## src/rtl/btx_pkg.sv

```systemverilog
package btx_pkg;

  localparam int MAX_WIDTH_DEF  = 128;
  localparam int MAX_HEIGHT_DEF = 128;
  localparam int CHANNELS_DEF   = 3;

  // front queue and result queue depths
  localparam int FQ_DEPTH = 8;
  localparam int OQ_DEPTH = 4;

  localparam logic CMD_LOAD   = 1'b0;
  localparam logic CMD_SAMPLE = 1'b1;

  localparam logic [1:0] WRAP_REPEAT = 2'd0;
  localparam logic [1:0] WRAP_CLAMP  = 2'd1;
  localparam logic [1:0] WRAP_BLACK  = 2'd2;

  localparam logic [1:0] REG_WIDTH  = 2'd0;
  localparam logic [1:0] REG_HEIGHT = 2'd1;
  localparam logic [1:0] REG_WRAP   = 2'd2;
  localparam logic [1:0] REG_SRGB   = 2'd3;

  localparam logic [16:0] ONE_Q16 = 17'h10000;

  typedef struct packed {
    logic [7:0] w;
    logic [7:0] h;
    logic [1:0] wrap;
    logic       srgb;
  } cfg_t;

  typedef struct packed {
    logic              cmd;
    logic [6:0]        x;
    logic [6:0]        y;
    logic [1:0]        ch;
    logic [7:0]        tbyte;
    logic signed [12:0] si;
    logic signed [12:0] ti;
    logic [15:0]       ds;
    logic [15:0]       dt;
    logic [7:0]        ms;
    logic [7:0]        mt;
  } req_t;

  typedef struct packed {
    req_t        req;
    logic [12:0] abs_s;
    logic [12:0] abs_t;
  } fs_t;

  typedef struct packed {
    logic [7:0] c;
    logic       ok;
  } rm_t;

  typedef logic [255:0][16:0] lut_t;

  localparam logic [33:0] SRGB_RAW [256] = '{
    34'd0, 34'd3035270, 34'd6070540, 34'd9105810, 34'd12141080,
    34'd15176350, 34'd18211619, 34'd21246888, 34'd24282159, 34'd27317430,
    34'd30352699, 34'd33465356, 34'd36765069, 34'd40247170, 34'd43914421,
    34'd47769533, 34'd51815170, 34'd56053917, 34'd60488326, 34'd65120910,
    34'd69954102, 34'd74990317, 34'd80231922, 34'd85681248, 34'd91340570,
    34'd97212177, 34'd103298230, 34'd109600937, 34'd116122449, 34'd122864870,
    34'd129830306, 34'd137020806, 34'd144438436, 34'd152085144, 34'd159962922,
    34'd168073755, 34'd176419523, 34'd185002182, 34'd193823613, 34'd202885624,
    34'd212190095, 34'd221738834, 34'd231533647, 34'd241576303, 34'd251868572,
    34'd262412224, 34'd273208916, 34'd284260381, 34'd295568332, 34'd307134409,
    34'd318960287, 34'd331047624, 34'd343398079, 34'd356013142, 34'd368894450,
    34'd382043645, 34'd395462364, 34'd409151986, 34'd423114114, 34'd437350273,
    34'd451862030, 34'd466650836, 34'd481718220, 34'd497065634, 34'd512694679,
    34'd528606549, 34'd544802807, 34'd561284944, 34'd578054339, 34'd595112406,
    34'd612460710, 34'd630100295, 34'd648032799, 34'd666259527, 34'd684781820,
    34'd703601092, 34'd722718611, 34'd742135793, 34'd761853904, 34'd781874284,
    34'd802198276, 34'd822827145, 34'd843762159, 34'd865004659, 34'd886556059,
    34'd908417329, 34'd930589810, 34'd953074843, 34'd975873619, 34'd998987406,
    34'd1022417471, 34'd1046164930, 34'd1070231125, 34'd1094617173, 34'd1119324341,
    34'd1144353822, 34'd1169706732, 34'd1195384338, 34'd1221387982, 34'd1247718409,
    34'd1274376959, 34'd1301364899, 34'd1328683347, 34'd1356333494, 34'd1384316236,
    34'd1412633061, 34'd1441284865, 34'd1470272839, 34'd1499598026, 34'd1529261619,
    34'd1559264660, 34'd1589608639, 34'd1620294005, 34'd1651322246, 34'd1682693958,
    34'd1714410931, 34'd1746473908, 34'd1778884083, 34'd1811642349, 34'd1844749898,
    34'd1878207624, 34'd1912016720, 34'd1946178079, 34'd1980693042, 34'd2015562356,
    34'd2050787061, 34'd2086368501, 34'd2122307271, 34'd2158605307, 34'd2195262313,
    34'd2232279778, 34'd2269658893, 34'd2307400703, 34'd2345506549, 34'd2383976579,
    34'd2422811985, 34'd2462013960, 34'd2501583695, 34'd2541521788, 34'd2581829131,
    34'd2622507215, 34'd2663556635, 34'd2704978585, 34'd2746773660, 34'd2788943350,
    34'd2831487954, 34'd2874408960, 34'd2917706966, 34'd2961383164, 34'd3005438447,
    34'd3049873710, 34'd3094689548, 34'd3139887452, 34'd3185468316, 34'd3231432438,
    34'd3277781308, 34'd3324515820, 34'd3371636569, 34'd3419144452, 34'd3467040956,
    34'd3515326977, 34'd3564002514, 34'd3613068759, 34'd3662526906, 34'd3712377846,
    34'd3762622178, 34'd3813261092, 34'd3864295185, 34'd3915725648, 34'd3967553079,
    34'd4019778669, 34'd4072403014, 34'd4125427008, 34'd4178851545, 34'd4232677519,
    34'd4286905527, 34'd4341537058, 34'd4396572411, 34'd4452012479, 34'd4507858455,
    34'd4564110637, 34'd4620770514, 34'd4677838385, 34'd4735315442, 34'd4793202281,
    34'd4851499796, 34'd4910208881, 34'd4969330430, 34'd5028865933, 34'd5088814497,
    34'd5149177909, 34'd5209956765, 34'd5271152258, 34'd5332764983, 34'd5394796133,
    34'd5457245708, 34'd5520114899, 34'd5583404899, 34'd5647116303, 34'd5711249113,
    34'd5775805116, 34'd5840784907, 34'd5906189084, 34'd5972018838, 34'd6038274169,
    34'd6104956269, 34'd6172066331, 34'd6239604354, 34'd6307572126, 34'd6375969648,
    34'd6444797516, 34'd6514056921, 34'd6583748460, 34'd6653873324, 34'd6724432111,
    34'd6795425415, 34'd6866854429, 34'd6938719153, 34'd7011020184, 34'd7083759308,
    34'd7156936526, 34'd7230552435, 34'd7304608822, 34'd7379105687, 34'd7454043627,
    34'd7529423237, 34'd7605246305, 34'd7681512833, 34'd7758223414, 34'd7835379243,
    34'd7912980318, 34'd7991028428, 34'd8069523573, 34'd8148466945, 34'd8227858543,
    34'd8307699561, 34'd8387991190, 34'd8468732834, 34'd8549926877, 34'd8631572723,
    34'd8713672161, 34'd8796223402, 34'd8879231811, 34'd8962693810, 34'd9046613574,
    34'd9130986929, 34'd9215820432, 34'd9301108718, 34'd9386858940, 34'd9473065734,
    34'd9559735060, 34'd9646862745, 34'd9734454751, 34'd9822505713, 34'd9911022186,
    34'd10000000000};

  function automatic lut_t build_srgb();
    lut_t   t;
    logic [63:0] d;
    for (int i = 0; i < 256; i++) begin
      d = (64'(SRGB_RAW[i]) * 64'd65536 + 64'd5000000000) / 64'd10000000000;
      t[i] = d[16:0];
    end
    return t;
  endfunction

  function automatic lut_t build_lin();
    lut_t   t;
    logic [31:0] d;
    for (int i = 0; i < 256; i++) begin
      d = (32'(i) * 32'd65536 + 32'd127) / 32'd255;
      t[i] = d[16:0];
    end
    return t;
  endfunction

  localparam lut_t SRGB_LUT = build_srgb();
  localparam lut_t LIN_LUT  = build_lin();

  // four restoring remainder steps, one dividend bit each
  function automatic logic [7:0] mod_step4(logic [7:0] r, logic [3:0] b, logic [7:0] n);
    logic [8:0] t;
    t = {1'b0, r};
    for (int i = 3; i >= 0; i--) begin
      t = {t[7:0], b[i]};
      if (t >= {1'b0, n}) t = t - {1'b0, n};
    end
    return t[7:0];
  endfunction

endpackage

```

## src/rtl/btx_front.sv

```systemverilog
module btx_front (
  input  logic                clk,
  input  logic                rst_n,
  input  btx_pkg::cfg_t       cfg,
  input  logic                acc,
  input  logic                cmd,
  input  logic [63:0]         tdata,
  output logic                push,
  output btx_pkg::req_t       push_req,
  output logic [2:0]          inflight
);

  localparam int NST = 5;

  btx_pkg::fs_t st_r [NST];
  btx_pkg::fs_t st_nxt [NST];
  logic [NST-1:0] vld_r;

  logic signed [19:0] u_s, v_s;
  logic signed [28:0] s_full, t_full;
  logic [15:0] abs16_s, abs16_t;

  always_comb begin
    u_s    = $signed(tdata[43:24]);
    v_s    = $signed(tdata[63:44]);
    s_full = 29'(u_s) * 29'($signed({1'b0, cfg.w})) - 29'sd32768;
    t_full = 29'(v_s) * 29'($signed({1'b0, cfg.h})) - 29'sd32768;

    st_nxt[0]           = '0;
    st_nxt[0].req.cmd   = cmd;
    st_nxt[0].req.x     = tdata[6:0];
    st_nxt[0].req.y     = tdata[13:7];
    st_nxt[0].req.ch    = tdata[15:14];
    st_nxt[0].req.tbyte = tdata[23:16];
    st_nxt[0].req.si    = s_full[28:16];
    st_nxt[0].req.ti    = t_full[28:16];
    st_nxt[0].req.ds    = s_full[15:0];
    st_nxt[0].req.dt    = t_full[15:0];

    abs16_s = '0;
    abs16_t = '0;
    for (int k = 0; k < NST-1; k++) begin
      st_nxt[k+1] = st_r[k];
      if (k == 0) begin
        st_nxt[1].abs_s = st_r[0].req.si[12] ? 13'(-st_r[0].req.si) : 13'(st_r[0].req.si);
        st_nxt[1].abs_t = st_r[0].req.ti[12] ? 13'(-st_r[0].req.ti) : 13'(st_r[0].req.ti);
      end
      abs16_s = {3'b0, st_nxt[k+1].abs_s};
      abs16_t = {3'b0, st_nxt[k+1].abs_t};
      st_nxt[k+1].req.ms = btx_pkg::mod_step4(st_nxt[k+1].req.ms, abs16_s[15-4*k -: 4], cfg.w);
      st_nxt[k+1].req.mt = btx_pkg::mod_step4(st_nxt[k+1].req.mt, abs16_t[15-4*k -: 4], cfg.h);
    end
  end

  always_ff @(posedge clk) begin
    for (int k = 0; k < NST; k++) st_r[k] <= st_nxt[k];
    if (!rst_n) vld_r <= '0;
    else        vld_r <= {vld_r[NST-2:0], acc};
  end

  // turn the remainders of |s| and |t| into nonnegative modulos
  always_comb begin
    push_req = st_r[NST-1].req;
    if (st_r[NST-1].req.si[12] && st_r[NST-1].req.ms != '0)
      push_req.ms = cfg.w - st_r[NST-1].req.ms;
    if (st_r[NST-1].req.ti[12] && st_r[NST-1].req.mt != '0)
      push_req.mt = cfg.h - st_r[NST-1].req.mt;
  end

  assign push     = vld_r[NST-1];
  assign inflight = 3'($countones(vld_r));

endmodule

```

## config.mk

```make
export PLATFORM = sky130hd
export DESIGN_NAME = btx_front
export DESIGN_NICKNAME = d
export VERILOG_FILES = /design/src/rtl/btx_pkg.sv /design/src/rtl/btx_front.sv
export SDC_FILE = /design/constraint.sdc
export NUM_CORES = 2
export LEC_CHECK = 0
export BUFFER_PORTS_ARGS = -buffer_cell sky130_fd_sc_hd__buf_4
export CAP_MARGIN = 20
export CORE_MARGIN = 3
export CORE_UTILIZATION = 35
export CTS_CLUSTER_SIZE = 8
export DETAILED_ROUTE_END_ITERATION = 10
export SLEW_MARGIN = 40
export SYNTH_ARGS = -nofsm -noshare
export SYNTH_HDL_FRONTEND = slang
export SYNTH_SLANG_ARGS = --single-unit
```

## constraint.sdc

```tcl
create_clock -name clk -period 15.1 [get_ports clk]
set_input_delay 2.265 -clock clk [delete_from_list [all_inputs] [get_ports clk]]
set_output_delay 2.265 -clock clk [all_outputs]
set_load 0.05 [all_outputs]
```

==> flow_metrics.tcl <==
set metrics [dict create \
    postPlaceCellArea_um2 39000 \
    rsz0062_at_grt "no" \
    clockRootBuffer "clkbuf_16" \
    cts.path.max_buffers 3 \
    cts_tree "built" \
    run_status "finished, final reports clean" \
    ys_types 85 \
    fin_tns_setup_ns 0 \
    syn_avg_cell_area_um2 9.64 \
    worstPathMaxFanout 32 \
    fin_crit_ns 11.89 \
    yosysWarnings 0 \
    insertion_delay_ns 0.66 \
    grt_pass1_wl_mm 140 \
    clock_skew_ns 0.0567 \
    start_kind "primary input" \
    finalWirelength_mm 85.3 \
    timing.hold.ws_ns 0.279 \
    cp-end-kind "flip-flop" \
    syn2layout_area_growth_pct 13.0 \
    grt_pass1_vias 26695 \
    synth_edf_count 0 \
    synth_xor_area_share_pct 5.20 \
    post_drt_wl_per_cell_um 16.0 \
    synth_fa_ha_area_share_pct 29.7 \
    die_area_um2 108000 \
    fmax_mhz 84.1 \
    fin_area_um2 41300 \
    clkTransAtPathRegs_ns 0.06 \
    cpMaxStageDelayCell "or3_1" \
    synth-compound-area-share_pct 11.5 \
    vias 26045 \
    hpwl_mm 65.8 \
    hold_path_class "flip-flop to flip-flop" \
    worst_pin_slew_ns 0.767 \
    grt_max_degree 41 \
    drive_above_1_share_pct 11.0 \
    seq_area_frac_synth_pct 28.8 \
    ys_seq_elements 526 \
    drtIter0Drc 1441 \
    cts_setup_buffers 0 \
    place.gp.congestion 0.869 \
    die_h_um 329 \
    grt.total_usage_pct 16.1 \
    cts_hold_repair.buffers 0 \
    cp.arrival_ns 12.41 \
    cts_buffers 79 \
    num_io_pins 190 \
    io_buffers 186 \
    die_x_um 329 \
    rows 117 \
    crit_type "primary input to flip-flop" \
    timing.slew.headroom_pct 47.5 \
    synth_top_area_share_pct 28.8 \
    cp.required_ns 15.62 \
    yosys-top-cells-area "dfxtp_1 29%, fa_1 17%, ha_1 13%, inv_1 5.0%, xnor2_1 3.7%" \
    final_nets 4714 \
    start_util_pct 35.6 \
    vias_per_cell 4.88 \
    synth_simple_gate_area_share_pct 13.6 \
    cts_max_level 3 \
    syn-instance-count 3794 \
    drtAntennaViolNets 0 \
    syn_nets 4562 \
    post-route-period-util_pct 78.8 \
    hold_viol_final 0 \
    core_area_um2 103000 \
    ys.flop_type "dfxtp_1" \
    synth_top_area_cell "dfxtp_1" \
    overflow 0 \
    clock_sinks 526 \
    first_pass_iters 6 \
    synth_top_family_by_area "adder cells" \
    drv_cap 0 \
    synthArstFlopShare_pct 0 \
    antenna_found_initial 3 \
    synth.cell_area_um2 36600 \
    muxShareOfSynthArea_pct 3.91 \
    setup_viol 0 \
    ctsResizeCount 0 \
    remaining_drc_errors 0 \
    cp_slowest_stage_delay_ns 0.62 \
    drv_slew 0 \
]
## through the flow
| stage | utilization, % | cells | setup WS [ns] |
|---|---|---|---|
| final | 40.2 | 5337 | 3.21 |
| after global routing | 40.2 | 5334 | 2.38 |
| after CTS | 40.2 | 5333 | 3.24 |
| after detailed placement | 37.9 | 5232 | 2.53 |
| after global placement | 37.9 | 5231 | 2.65 |
| after floorplan | - | 3794 | 3.57 |
## routing by layer
layer,vias up,track usage [%],share of wire (%)
met3,147,3.30,5.5
met5,-,0,0
met1,12513,21.5,47
li1,12847,-,-
met4,0,4.86,2.7
met2,538,26.2,45
## layout make-up
type / instances / area [um^2]
Fill cell: 10222 / 61400
Multi-Input combinational cell: 2639 / 23400
Sequential cell: 526 / 10500
Clock buffer: 90 / 2100
Inverter: 491 / 1840
Tap cell: 1368 / 1710
Timing Repair Buffer: 209 / 1560
Clock inverter: 11 / 196
Antenna cell: 3 / 7.51
## placed cells by master (no fill, tap or decap), drive strengths merged, types with 37 or more instances in the layout
cell type	n
inv	492
fa	312
nor3	53
xor2	61
clkbuf	91
xnor2	156
nor2	179
nor2b	61
mux2i	43
a21o	49
nand3	37
nand2b	38
a21oi	145
mux2	85
buf	208
and2	196
ha	369
o21ai	161
nand2	283
dfxtp	526
o21a	56
## cell usage after synthesis (all sizes together), types with 13 or more instances
cell type and n:
a211oi 16, a21boi 13, a21o 49, a21oi 145, a221o 13, and2 196, and3 14, buf 93
clkbuf 45, dfxtp 526, fa 312, ha 369, inv 491, mux2 85, mux2i 43, nand2 283
nand2b 38, nand3 37, nand4 31, nor2 179, nor2b 61, nor3 53, o211ai 26, o21a 56
o21ai 161, o21bai 24, o31a 13, o31ai 25, or2 21, or3 19, xnor2 156, xor2 61
## state kept, by name, summed over array words and instances, names as in the netlist
| register | cells |
|---|---|
| st_r | 521 |
| vld_r | 5 |
## path summary, 6_finish.rpt
check,from,endpoint,slack (ns),cells past startpoint
min,st_r[0][57]$_DFF_P_,st_r[0][182]$_DFF_P_,0.28,0
max reg2reg,st_r[0][409]$_DFF_P_,st_r[0][536]$_DFF_P_,5.12,36
max,cfg[12],st_r[0][536]$_DFF_P_,3.21,38
min reg2reg,st_r[0][57]$_DFF_P_,st_r[0][182]$_DFF_P_,0.28,0
## worst max-delay path: cells and delay by family
family | cells | cell delay [ns]
AO/OA/AOI/OAI | 21 | 5.82
adder cells (fa/ha/maj) | 4 | 1.19
buffers and inverters | 4 | 0.73
multiplexers | 1 | 0.42
AND/OR/NAND/NOR | 8 | 1.95
## logic make-up after synthesis
family | Yosys count
flip-flops | 526
buffers and inverters | 629
multiplexers | 128
AND/OR/NAND/NOR | 979
XOR/XNOR | 217
adder cells (fa/ha/maj) | 681
AO/OA/AOI/OAI | 634
Power is not shown: default switching activity piles up to over one toggle a cycle in this logic, so the estimate is an artifact.
