`config.mk`:
```
export PLATFORM = sky130hd
export DESIGN_NAME = btx_fifo
export DESIGN_NICKNAME = d
export VERILOG_FILES = /design/src/rtl/btx_fifo.sv
export SDC_FILE = /design/constraint.sdc
export NUM_CORES = 1
export LEC_CHECK = 0
export BUFFER_PORTS_ARGS = -buffer_cell sky130_fd_sc_hd__buf_2
export CORE_ASPECT_RATIO = 2
export CORE_MARGIN = 5
export CORE_UTILIZATION = 50
export DETAILED_ROUTE_END_ITERATION = 7
export HOLD_SLACK_MARGIN = 0.03
export PLACE_DENSITY = 0.71
export SLEW_MARGIN = 30
export SYNTH_ARGS = -nofsm -noshare
export SYNTH_HDL_FRONTEND = slang
export SYNTH_SLANG_ARGS = --single-unit
```
`constraint.sdc`:
```
create_clock -name clk -period 2.7 [get_ports clk]
set_clock_uncertainty 0.2 [all_clocks]
set_input_delay 0.135 -clock clk [delete_from_list [all_inputs] [get_ports clk]]
set_output_delay 0.135 -clock clk [all_outputs]
set_load 0.1 [all_outputs]
```
`src/rtl/btx_fifo.sv`:
```
module btx_fifo #(
  parameter int W     = 8,
  parameter int DEPTH = 8
) (
  input  logic                       clk,
  input  logic                       rst_n,
  input  logic                       push,
  input  logic [W-1:0]               din,
  input  logic                       pop,
  output logic [W-1:0]               dout,
  output logic [$clog2(DEPTH+1)-1:0] count
);

  localparam int PW = (DEPTH > 1) ? $clog2(DEPTH) : 1;
  localparam int CW = $clog2(DEPTH+1);

  logic [W-1:0]  mem_r [DEPTH];
  logic [PW-1:0] wp_r, rp_r;
  logic [CW-1:0] cnt_r;

  assign dout  = mem_r[rp_r];
  assign count = cnt_r;

  always_ff @(posedge clk) begin
    if (push) mem_r[wp_r] <= din;
    if (!rst_n) begin
      wp_r  <= '0;
      rp_r  <= '0;
      cnt_r <= '0;
    end else begin
      if (push) wp_r <= (wp_r == PW'(DEPTH-1)) ? '0 : wp_r + 1'b1;
      if (pop)  rp_r <= (rp_r == PW'(DEPTH-1)) ? '0 : rp_r + 1'b1;
      cnt_r <= cnt_r + CW'(push) - CW'(pop);
    end
  end

endmodule

```
==> results.tsv, run 1 <==
stage	metric	value	unit
logic_synthesis	Yosys top cell by area	edfxtp_1	
global_routing	vias in the first global route	1628	
clock_tree	deepest clock path buffer count	2	
global_routing	total track usage	15.5	%
clock_tree	CTS root buf	clkbuf_16	
timing	Setup WS post-layout	294	ps
worst_setup_path	Reg2Reg Setup Slack	950	ps
worst_setup_path	Worst R2R End	count[2]$_SDFF_PN0_	
worst_setup_path	Worst path slowest cell	mux4_1	
global_routing	total gr overflow	0	
worst_setup_path	Worst setup SP type	flop	
floorplan	num rows	40	
floorplan	die width	65.6	um
logic_synthesis	Synth cell types	26	
floorplan	Die Ht	121	um
hold_path	min-delay worst type	flop to flop	
timing	Min Clock Period, post-route	2410	ps
cells_and_area	fillers	428	
worst_setup_path	arrival time at the worst endpoint	2070	ps
logic_synthesis	Cells after Synth	161	
route	via/cell ratio	5.72	
timing	Worst Tran Pin Value	655	ps
worst_setup_path	Max FO, Critical Path	16	
place	Inst Count DP	251	
floorplan	Ports	24	
global_routing	first-pass GRT wire length	8.41	mm
power_and_ir_drop	static leakage	1.38	nW
route	total number of vias	1589	
route	WL per Instance	19.8	um
worst_setup_path	delay-heaviest family, CP	multiplexers	
logic_synthesis	Avg Cell Area, Syn	19.2	sq um
clock_tree	hold_buf cts	11	
worst_setup_path	Max stage delay on crit path	590	ps
global_routing	largest net degree at the start of global routing	17	
cells_and_area	Layout area overhead	20.7	%
timing	final period utilization	89.1	%
worst_setup_path	worst path bufs/invs	2	
place	dpl hpwl	3.87	mm
clock_tree	CTS resizes	0	
logic_synthesis	Seq cells post-synth	77	
route	DRC	0	
cells_and_area	# nets final	231	
clock_tree	CTS sink cnt	77	
logic_synthesis	mapped cell area	3100	sq um
hold_path	critical hold path startpoint	rp_r[1]$_SDFFE_PN0P_	
logic_synthesis	Post-synth EDFFs	64	
clock_tree	H-tree depth	3	
global_routing	initial antenna violation count	0	
route	Final ANT Viol Nets	0	
floorplan	initial core utilization	51.5	%
clock_tree	CTS tree	yes	
worst_setup_path	critical path class	flop to primary output	
place	dpl ws	632	ps
clock_tree	CTS Buf Count	9	
timing	final setup TNS	0	ps
cells_and_area	ant diodes	0	
route	Routed WL	5.51	mm
logic_synthesis	Post-Syn Nets	182	
clock_tree	Setup Fix Bufs, Post-CTS	0	
worst_setup_path	FF-to-FF Start	count[0]$_SDFF_PN0_	
logic_synthesis	Synth warnings	0	
flow_run	number of max-cap violations	0	
hold_path	hold-critical path endpoint	rp_r[1]$_SDFFE_PN0P_	
hold_path	Hold Path Stages	2	
route	DRT iter0 DRCs	56	
logic_synthesis	ys flop type	edfxtp_1	
clock_tree	Skew-Pair Late Insertion Delay	330	ps
status	status	completed	
cells_and_area	Final Instance Count excl. Fillers	278	
worst_setup_path	reg2reg path depth	7	
power_and_ir_drop	PD cells	822	nW/um^2
place	DP Area	3310	sq um
timing	hold_ws	317	ps
route	1st-pass router iterations	4	
timing	Slew Limit Headroom	56.3	%
timing	final slew viol count	0	
worst_setup_path	Worst EP required	2370	ps
logic_synthesis	top post-synthesis cells by area	edfxtp_1 (62%), mux4_1 (13%), dfxtp_1 (8.4%)	
floorplan	Die Footprint	7960	sq um
clock_tree	clk slew on worst S/H paths	50	ps
place	Port Buf Inserts	23	
worst_setup_path	CP Cell Sequence	buf_4 -> mux4_1 -> mux2_2 -> buf_2	
logic_synthesis	post-synth top area share	62.1	%
place	gpl congestion	0.720	
cells_and_area	fin area	3740	sq um
timing	final setup fails	0	
logic_synthesis	FFs w/ async S/R, synth	0	%
logic_synthesis	sequential share of the synthesized area	70.5	%
timing	Achievable Freq	0.416	GHz
timing	Final Hold Vio Count	0	
cells_and_area	share of layout cells above drive strength 1	26.5	%
worst_setup_path	CP Capture Type	primary output	
timing	RSZ-0062 raised after global routing	no	
floorplan	area of the core	6010	sq um
power_and_ir_drop	Peak VDD IR	0.818	mV
==> routing by layer <==
layer  vias up  GRT usage [%]  part of all wire [%]  wire length (um)
li1        734              -                     -                 -
met1       806           15.8                    38              2100
met2        40           28.1                    56              3100
met3         9           4.45                   3.7               205
met4         0           7.01                   1.9               102
met5         -              0                     0                 0
==> final cells by class <==
class	count	area [sq um]	share of cell area, %
Clock buffer	12	289	7.73
Multi-Input combinational cell	72	843	22.6
Inverter	7	26.3	0.703
Sequential cell	77	2180	58.4
Clock inverter	4	25.0	0.670
Tap cell	63	78.8	2.11
Timing Repair Buffer	43	293	7.83
==> power by group <==
part	switching [W]	internal (W)	leakage, nW
Clock	0.000436	0.000757	0.159
Sequential	0.0000293	0.00133	0.688
Combinational	0.000374	0.000142	0.529
==> stage by stage <==
stage | total power, W | util, %
after CTS | 0.00311 | 62.2
after floorplan | 0.00180 | -
final | 0.00307 | 62.2
after global routing | 0.00319 | 62.2
after detailed placement | 0.00190 | 55.2
after global placement | 0.00188 | 55.2
==> cells in the mapped netlist (2+ instances only) <==
master / count
nand3_1: 2
dfxtp_1: 13
nand2b_1: 5
inv_1: 7
nor2_1: 10
mux2_2: 8
mux4_1: 15
edfxtp_1: 64
nor3b_1: 2
nand2_1: 3
ha_1: 8
mux2i_1: 2
a21oi_1: 5
nand3b_1: 2
nor3_1: 2
and2_1: 3
==> layout by cell type, fill, tap and decap left out, drive strengths merged, types with 5 or more instances in the layout <==
| master | n |
|---|---|
| a21oi | 5 |
| buf | 32 |
| clkbuf | 12 |
| dfxtp | 13 |
| dlygate4sd3 | 11 |
| edfxtp | 64 |
| ha | 8 |
| inv | 8 |
| mux2 | 8 |
| mux4 | 16 |
| nand2b | 5 |
| nor2 | 10 |
==> flip-flops by register name (all words and copies together), names as in the netlist, named ones only <==
signal / cells
wp_r: 3
mem_r: 64
rp_r: 3
count: 4
==> logic make-up after synthesis <==
family	after synthesis	synth area share [%]
AOI/OAI and AO/OA	6	0.970
xor gates and xnor gates	2	0.566
adders and majority gates	9	3.88
buffers and inverters	12	2.26
DFF	77	70.5
muxes	26	17.0
and+or+nand+nor	29	4.81
==> worst min-delay path, stage by stage (launching register included) <==
cell and delay (ps):
dfxtp_1 320, nand2_1 70, a21oi_1 70
==> worst max path at each step <==
stage | slack (ps) | cells past startpoint | endpoint | from
finish | 290 | 4 | dout[3] | flop
global route | 220 | 4 | dout[7] | flop
CTS | 270 | 4 | dout[7] | flop
detailed placement | 630 | 4 | dout[7] | flop
global placement | 670 | 4 | dout[1] | flop
floorplan | 280 | 6 | count[1]$_SDFF_PN0_ | count[0]$_SDFF_PN0_
Note: power is estimated with default switching activity, not from simulation.
==> run 2: changes to the inputs <==
- ABC_AREA: not set -> 1
==> results.tsv, run 2 <==
stage	metric	value	unit	change
place	Inst Count DP	473		+88%
timing	final period utilization	78.0	%	-11 points
place	Port Buf Inserts	23		unchanged
power_and_ir_drop	PD cells	757	nW/um^2	-7.9%
timing	RSZ-0062 raised after global routing	no		
clock_tree	CTS Buf Count	9		unchanged
clock_tree	CTS resizes	0		unchanged
power_and_ir_drop	Pwr Total	0.00317	W	+3.2%
timing	Worst Tran Pin Value	869	ps	+214 ps
cells_and_area	fillers	636		+49%
timing	final setup fails	0		unchanged
floorplan	Die Ht	128	um	+5.7%
place	dpl hpwl	4.65	mm	+20%
worst_setup_path	CP Capture Type	primary output		
cells_and_area	Top reg by flops	mem_r		
logic_synthesis	most common cell in the synthesized netlist	nand2_1		
clock_tree	CTS root buf	clkbuf_16		
cells_and_area	share of layout cells above drive strength 1	14.4	%	-12 points
hold_path	min-delay worst type	flop to flop		
cells_and_area	max reg flops	64		unchanged
logic_synthesis	Cells after Synth	361		+120%
floorplan	die width	69.1	um	+5.2%
worst_setup_path	Max FO, Critical Path	24		+8
global_routing	first-pass GRT wire length	11.1	mm	+32%
cells_and_area	Reg area	2180	sq um	unchanged
cells_and_area	Final Instance Count excl. Fillers	500		+80%
global_routing	initial antenna violation count	0		unchanged
clock_tree	CTS sink cnt	77		unchanged
worst_setup_path	arrival time at the worst endpoint	1770	ps	-300 ps
worst_setup_path	critical path class	flop to primary output		
clock_tree	deepest clock path buffer count	2		unchanged
cells_and_area	area occupied by multi-input gates	892	sq um	+5.8%
logic_synthesis	top post-synthesis cells by count	nand2_1 (113), inv_1 (80), edfxtp_1 (64)		
floorplan	num rows	43		+7.5%
logic_synthesis	Synth warnings	0		unchanged
logic_synthesis	Synth cell types	20		-23%
cells_and_area	most common cell after layout, fill and taps aside	nand2_1		
logic_synthesis	post-synth top area share	55.1	%	-7.0 points
logic_synthesis	Post-Syn Nets	382		+110%
worst_setup_path	Reg2Reg Setup Slack	920	ps	-30 ps
global_routing	largest net degree at the start of global routing	33		+16
route	Final ANT Viol Nets	0		unchanged
timing	final slew viol count	0		unchanged
route	1st-pass router iterations	4		unchanged
route	DRC	0		unchanged
route	WL per Instance	13.3	um	-33%
power_and_ir_drop	Peak VDD IR	0.594	mV	-27%
logic_synthesis	Yosys top cell by area	edfxtp_1		
floorplan	Ports	24		unchanged
worst_setup_path	Worst setup SP type	flop		
route	total number of vias	2315		+46%
floorplan	initial core utilization	50.7	%	-0.89 points
global_routing	total track usage	16.7	%	+1.1 points
status	status	completed		
global_routing	total gr overflow	0		unchanged
cells_and_area	# nets final	426		+84%
logic_synthesis	Seq cells post-synth	77		unchanged
cells_and_area	Layout area overhead	20.1	%	
power_and_ir_drop	static leakage	1.96	nW	+43%
logic_synthesis	Avg Cell Area, Syn	9.66	sq um	-50%
logic_synthesis	ys flop type	edfxtp_1		
route	via/cell ratio	4.63		-19%
logic_synthesis	FFs w/ async S/R, synth	0	%	unchanged
floorplan	area of the core	6890	sq um	+15%
timing	Min Clock Period, post-route	2110	ps	-300 ps
route	DRT iter0 DRCs	133		+140%
worst_setup_path	Worst EP required	2370	ps	about the same
clock_tree	H-tree depth	3		unchanged
cells_and_area	ant diodes	0		unchanged
clock_tree	CTS tree	yes		
floorplan	Die Footprint	8850	sq um	+11%
clock_tree	Skew-Pair Late Insertion Delay	330	ps	about the same
cells_and_area	commonest cells after routing, fill and taps aside	nand2_1 (113), inv_1 (80), edfxtp_1 (64)		
global_routing	vias in the first global route	2341		+44%
logic_synthesis	top post-synthesis cells by area	edfxtp_1 (55%), nand2_1 (12%), inv_1 (8.6%)		
timing	Final Hold Vio Count	0		unchanged
logic_synthesis	Post-synth EDFFs	64		unchanged
place	gpl congestion	0.756		+4.9%
route	Routed WL	6.64	mm	+21%
timing	Achievable Freq	0.475	GHz	+14%
clock_tree	clk slew on worst S/H paths	50	ps	about the same
flow_run	number of max-cap violations	0		unchanged
logic_synthesis	sequential share of the synthesized area	62.6	%	-7.9 points
logic_synthesis	mapped cell area	3490	sq um	+13%
timing	final setup TNS	0	ps	unchanged
timing	Slew Limit Headroom	41.8	%	-14 points
==> run 2: metrics by stage <==
| step | setup WS [ps] | cell area [sq um] | hold slack (ps) | util [%] |
|---|---|---|---|---|
| 3_5_place_dp | 879 | 3810 | 208 | 55.3 |
| 3_3_place_gp | 875 | 3810 | 207 | 55.3 |
| 6_report | 595 | 4190 | 306 | 60.8 |
| 5_1_grt | 444 | 4190 | 337 | 60.8 |
| 4_1_cts | 567 | 4190 | 305 | 60.8 |
| 2_1_floorplan | 296 | 3490 | 28.5 | - |
==> run 2: final cells by class <==
class	count	share of cell area, %
repair buffers	44	10.0
inverters	82	7.41
clock buffers	12	5.89
multi-input cells	191	21.3
flip-flops and latches	77	52.1
well taps	90	2.69
clock inverters	4	0.568
==> run 2: final timing paths <==
kind	depth (start not counted)	to	from
max	7	dout[6]	flop
max reg2reg	3	mem_r[0][5]$_DFFE_PP_	wp_r[0]$_SDFFE_PN0P_
min	2	wp_r[0]$_SDFFE_PN0P_	wp_r[0]$_SDFFE_PN0P_
min reg2reg	2	wp_r[0]$_SDFFE_PN0P_	wp_r[0]$_SDFFE_PN0P_
==> run 2: power breakdown <==
group / leakage, nW / switching (W) / total [W] / internal [W]
registers: 0.689 / 0.0000290 / 0.00137 / 0.00134
logic: 1.15 / 0.000516 / 0.000732 / 0.000215
clock network: 0.126 / 0.000425 / 0.00107 / 0.000641
==> run 2: kinds of logic (layout without fill, tap and decap cells) <==
group	Yosys count	after routing	share of synthesized area, %
and+or+nand+nor	172	172	20.5
adders and majority gates	9	9	3.44
xor gates and xnor gates	1	1	0.251
AOI/OAI and AO/OA	9	9	1.36
buffers and inverters	93	142	11.9
DFF	77	77	62.6
==> run 2: worst max-delay path: stages (launching register included) <==
cell     delay [ps]
dfxtp_1         520
buf_4           330
nand2_1          90
nand3_1          80
nand2_1          60
nand2_1          70
nand2_1          90
buf_12          180
==> run 2: per-layer routing <==
layer	vias up	GRT usage (%)	wire length, um
met5	-	0	0
met4	0	8.63	162
met3	14	2.67	221
met2	47	31.7	3780
met1	1054	17.1	2480
li1	1200	-	-
==> run 2: what timing repair did <==
item	in CTS	in global routing
hold buffers	11	0
hold endpoints to repair	77	0
setup buffers	0	0
==> run 3: changes to the inputs <==
- clock period: 2.7 -> 2 ns (I/O delays scaled with it)
==> results.tsv, run 3 (synthesized netlist as in run 2, its figures left out) <==
stage	metric	value	unit	change
clock_tree	clk slew on worst S/H paths	60	ps	about the same
route	DRT iter0 DRCs	88		-34%
timing	final setup fails	0		unchanged
timing	Slew Limit Headroom	67.7	%	+26 points
power_and_ir_drop	Switching Fraction	27.2	%	-3.4 points
clock_tree	Skew-Pair Late Insertion Delay	330	ps	about the same
clock_tree	deepest clock path buffer count	2		unchanged
place	dpl hpwl	4.68	mm	+0.64%
worst_setup_path	Worst setup SP type	input port		
floorplan	Ports	24		unchanged
power_and_ir_drop	PD cells	1140	nW/um^2	+50%
power_and_ir_drop	static leakage	2.04	nW	+4.0%
hold_path	Hold Path Stages	2		unchanged
worst_setup_path	Worst path slowest cell	dlygate4sd3_1		
global_routing	initial antenna violation count	0		unchanged
floorplan	initial core utilization	50.7	%	unchanged
route	WL per Instance	13.6	um	+2.4%
hold_path	min-delay worst type	flop to flop		
route	WL met2	3.93	mm	+4.0%
timing	Worst Tran Pin Value	488	ps	-382 ps
worst_setup_path	Reg2Reg Setup Slack	140	ps	-780 ps
timing	Min Clock Period, post-route	1900	ps	
clock_tree	CTS Buf Count	9		unchanged
worst_setup_path	Worst EP required	2030	ps	-340 ps
worst_setup_path	arrival time at the worst endpoint	1930	ps	+160 ps
place	gpl congestion	0.751		-0.71%
worst_setup_path	reg2reg path depth	7		+4
global_routing	vias in the first global route	2436		+4.1%
hold_path	critical hold path startpoint	rp_r[1]$_SDFFE_PN0P_		
timing	RSZ-0062 raised after global routing	no		
worst_setup_path	delay-heaviest family, CP	buffers and inverters		
place	Inst Count DP	476		+0.63%
route	Final ANT Viol Nets	0		unchanged
hold_path	hold-critical path endpoint	rp_r[1]$_SDFFE_PN0P_		
cells_and_area	Final Instance Count excl. Fillers	503		+0.60%
timing	final setup TNS	0	ps	unchanged
worst_setup_path	CP Cell Sequence	dlygate4sd3_1 -> ha_1 -> inv_1 -> ha_1 -> nand2_1 -> dlygate4sd3_1 -> inv_1		
cells_and_area	fillers	577		-9.3%
worst_setup_path	Max FO, Critical Path	4		-83%
power_and_ir_drop	Pwr Total	0.00493	W	+56%
cells_and_area	share of layout cells above drive strength 1	16.2	%	+1.8 points
cells_and_area	commonest cells after routing, fill and taps aside	nand2_1 (113), inv_1 (80), edfxtp_1 (64)		
power_and_ir_drop	sw power	0.00134	W	+38%
power_and_ir_drop	Peak VDD IR	0.942	mV	+59%
clock_tree	CTS sink cnt	77		unchanged
global_routing	total track usage	16.7	%	about the same
global_routing	total gr overflow	0		unchanged
worst_setup_path	critical path class	input port to flop		
place	DP Area	3840	sq um	+0.76%
clock_tree	H-tree depth	3		unchanged
power_and_ir_drop	logic gate share of total power	20.4	%	-2.7 points
floorplan	area of the core	6890	sq um	unchanged
cells_and_area	ant diodes	0		unchanged
worst_setup_path	CP Capture Type	flop		
floorplan	num rows	43		unchanged
timing	Achievable Freq	0.527	GHz	
cells_and_area	max reg flops	64		unchanged
power_and_ir_drop	Sequential Power Share	37.6	%	-5.7 points
clock_tree	CTS tree	yes		
cells_and_area	# nets final	429		+0.70%
flow_run	number of max-cap violations	0		unchanged
worst_setup_path	FF-to-FF Start	count[0]$_SDFF_PN0_		
cells_and_area	Layout area overhead	24.6	%	
floorplan	Die Footprint	8850	sq um	unchanged
route	1st-pass router iterations	4		unchanged
global_routing	first-pass GRT wire length	11.3	mm	+2.2%
place	Port Buf Inserts	23		unchanged
power_and_ir_drop	Clock Power Share	42.0	%	+8.4 points
worst_setup_path	worst path bufs/invs	4		+2
timing	final period utilization	94.8	%	
route	Routed WL	6.84	mm	+3.1%
route	uppermost routed layer	met4		
floorplan	die width	69.1	um	unchanged
worst_setup_path	Worst R2R End	count[0]$_SDFF_PN0_		
power_and_ir_drop	Pint	0.00359	W	+63%
timing	Final Hold Vio Count	0		unchanged
global_routing	largest net degree at the start of global routing	33		unchanged
worst_setup_path	Max stage delay on crit path	600	ps	+80 ps
cells_and_area	most common cell after layout, fill and taps aside	nand2_1		
cells_and_area	Top reg by flops	mem_r		
route	met3 WL	233	um	+5.4%
status	status	completed		
route	via/cell ratio	4.72		+1.9%
clock_tree	CTS root buf	clkbuf_16		
cells_and_area	fin area	4350	sq um	+3.8%
floorplan	Die Ht	128	um	unchanged
timing	final slew viol count	0		unchanged
route	total number of vias	2373		+2.5%
route	DRC	0		unchanged
route	Met1 Wirelength	2.54	mm	+2.5%
## run 3: layout make-up
class | instances | area [sq um] | area share, %
inverter | 82 | 313 | 7.20
sequential | 77 | 2190 | 50.4
timing repair buffer | 47 | 452 | 10.4
tap | 90 | 113 | 2.59
clock inverter | 6 | 159 | 3.66
multi-input combinational | 191 | 892 | 20.5
clock buffer | 10 | 229 | 5.27
## run 3: how the worst max path moves through the flow
stage                              from             endpoint  slack, ps  depth (start not counted)
detailed placement  count[0]$_SDFF_PN0_  count[2]$_SDFF_PN0_        240                          7
floorplan           count[0]$_SDFF_PN0_  count[2]$_SDFF_PN0_         60                          7
CTS                                 pop  count[0]$_SDFF_PN0_         50                          8
global route                        pop  count[0]$_SDFF_PN0_         30                          7
finish                              pop  count[0]$_SDFF_PN0_        100                          7
global placement    count[0]$_SDFF_PN0_  count[2]$_SDFF_PN0_        290                          7
## run 3: power groups by stage
stage	logic [W]	registers [W]	clock network, W
global route	0.00109	0.00186	0.00216
floorplan	0.000546	0.00206	0
global placement	0.000973	0.00188	0
CTS	0.00102	0.00185	0.00208
detailed placement	0.000996	0.00188	0
finish	0.00101	0.00185	0.00207
## run 3: metal layers
layer	vias to the layer above	global-route usage, %
met2	51	31.6
met3	12	3.30
li1	1207	-
met5	-	0
met4	0	8.40
met1	1103	16.9
## run 3: through the flow
step	worst slack, ps	hold slack, ps	utilization (%)
2_1_floorplan	61.5	-7.16	-
3_3_place_gp	285	169	55.7
3_5_place_dp	236	170	55.7
4_1_cts	53.0	296	63.1
5_1_grt	25.6	316	63.1
6_report	104	294	63.1
## run 3: worst reg2reg max path, delay by kind of cell (launching register included)
family	cells	cell delay, ps
and+or+nand+nor	1	60
adders and majority gates	2	520
DFF	1	340
buffers and inverters	4	650
## run 3: what timing repair did
action                                 4_1_cts  5_1_grt
resized for setup                            0        3
hold buffers                                12        0
setup endpoints to repair                    0        5
endpoints found under the hold margin       77        0
buffers inserted                             0        0
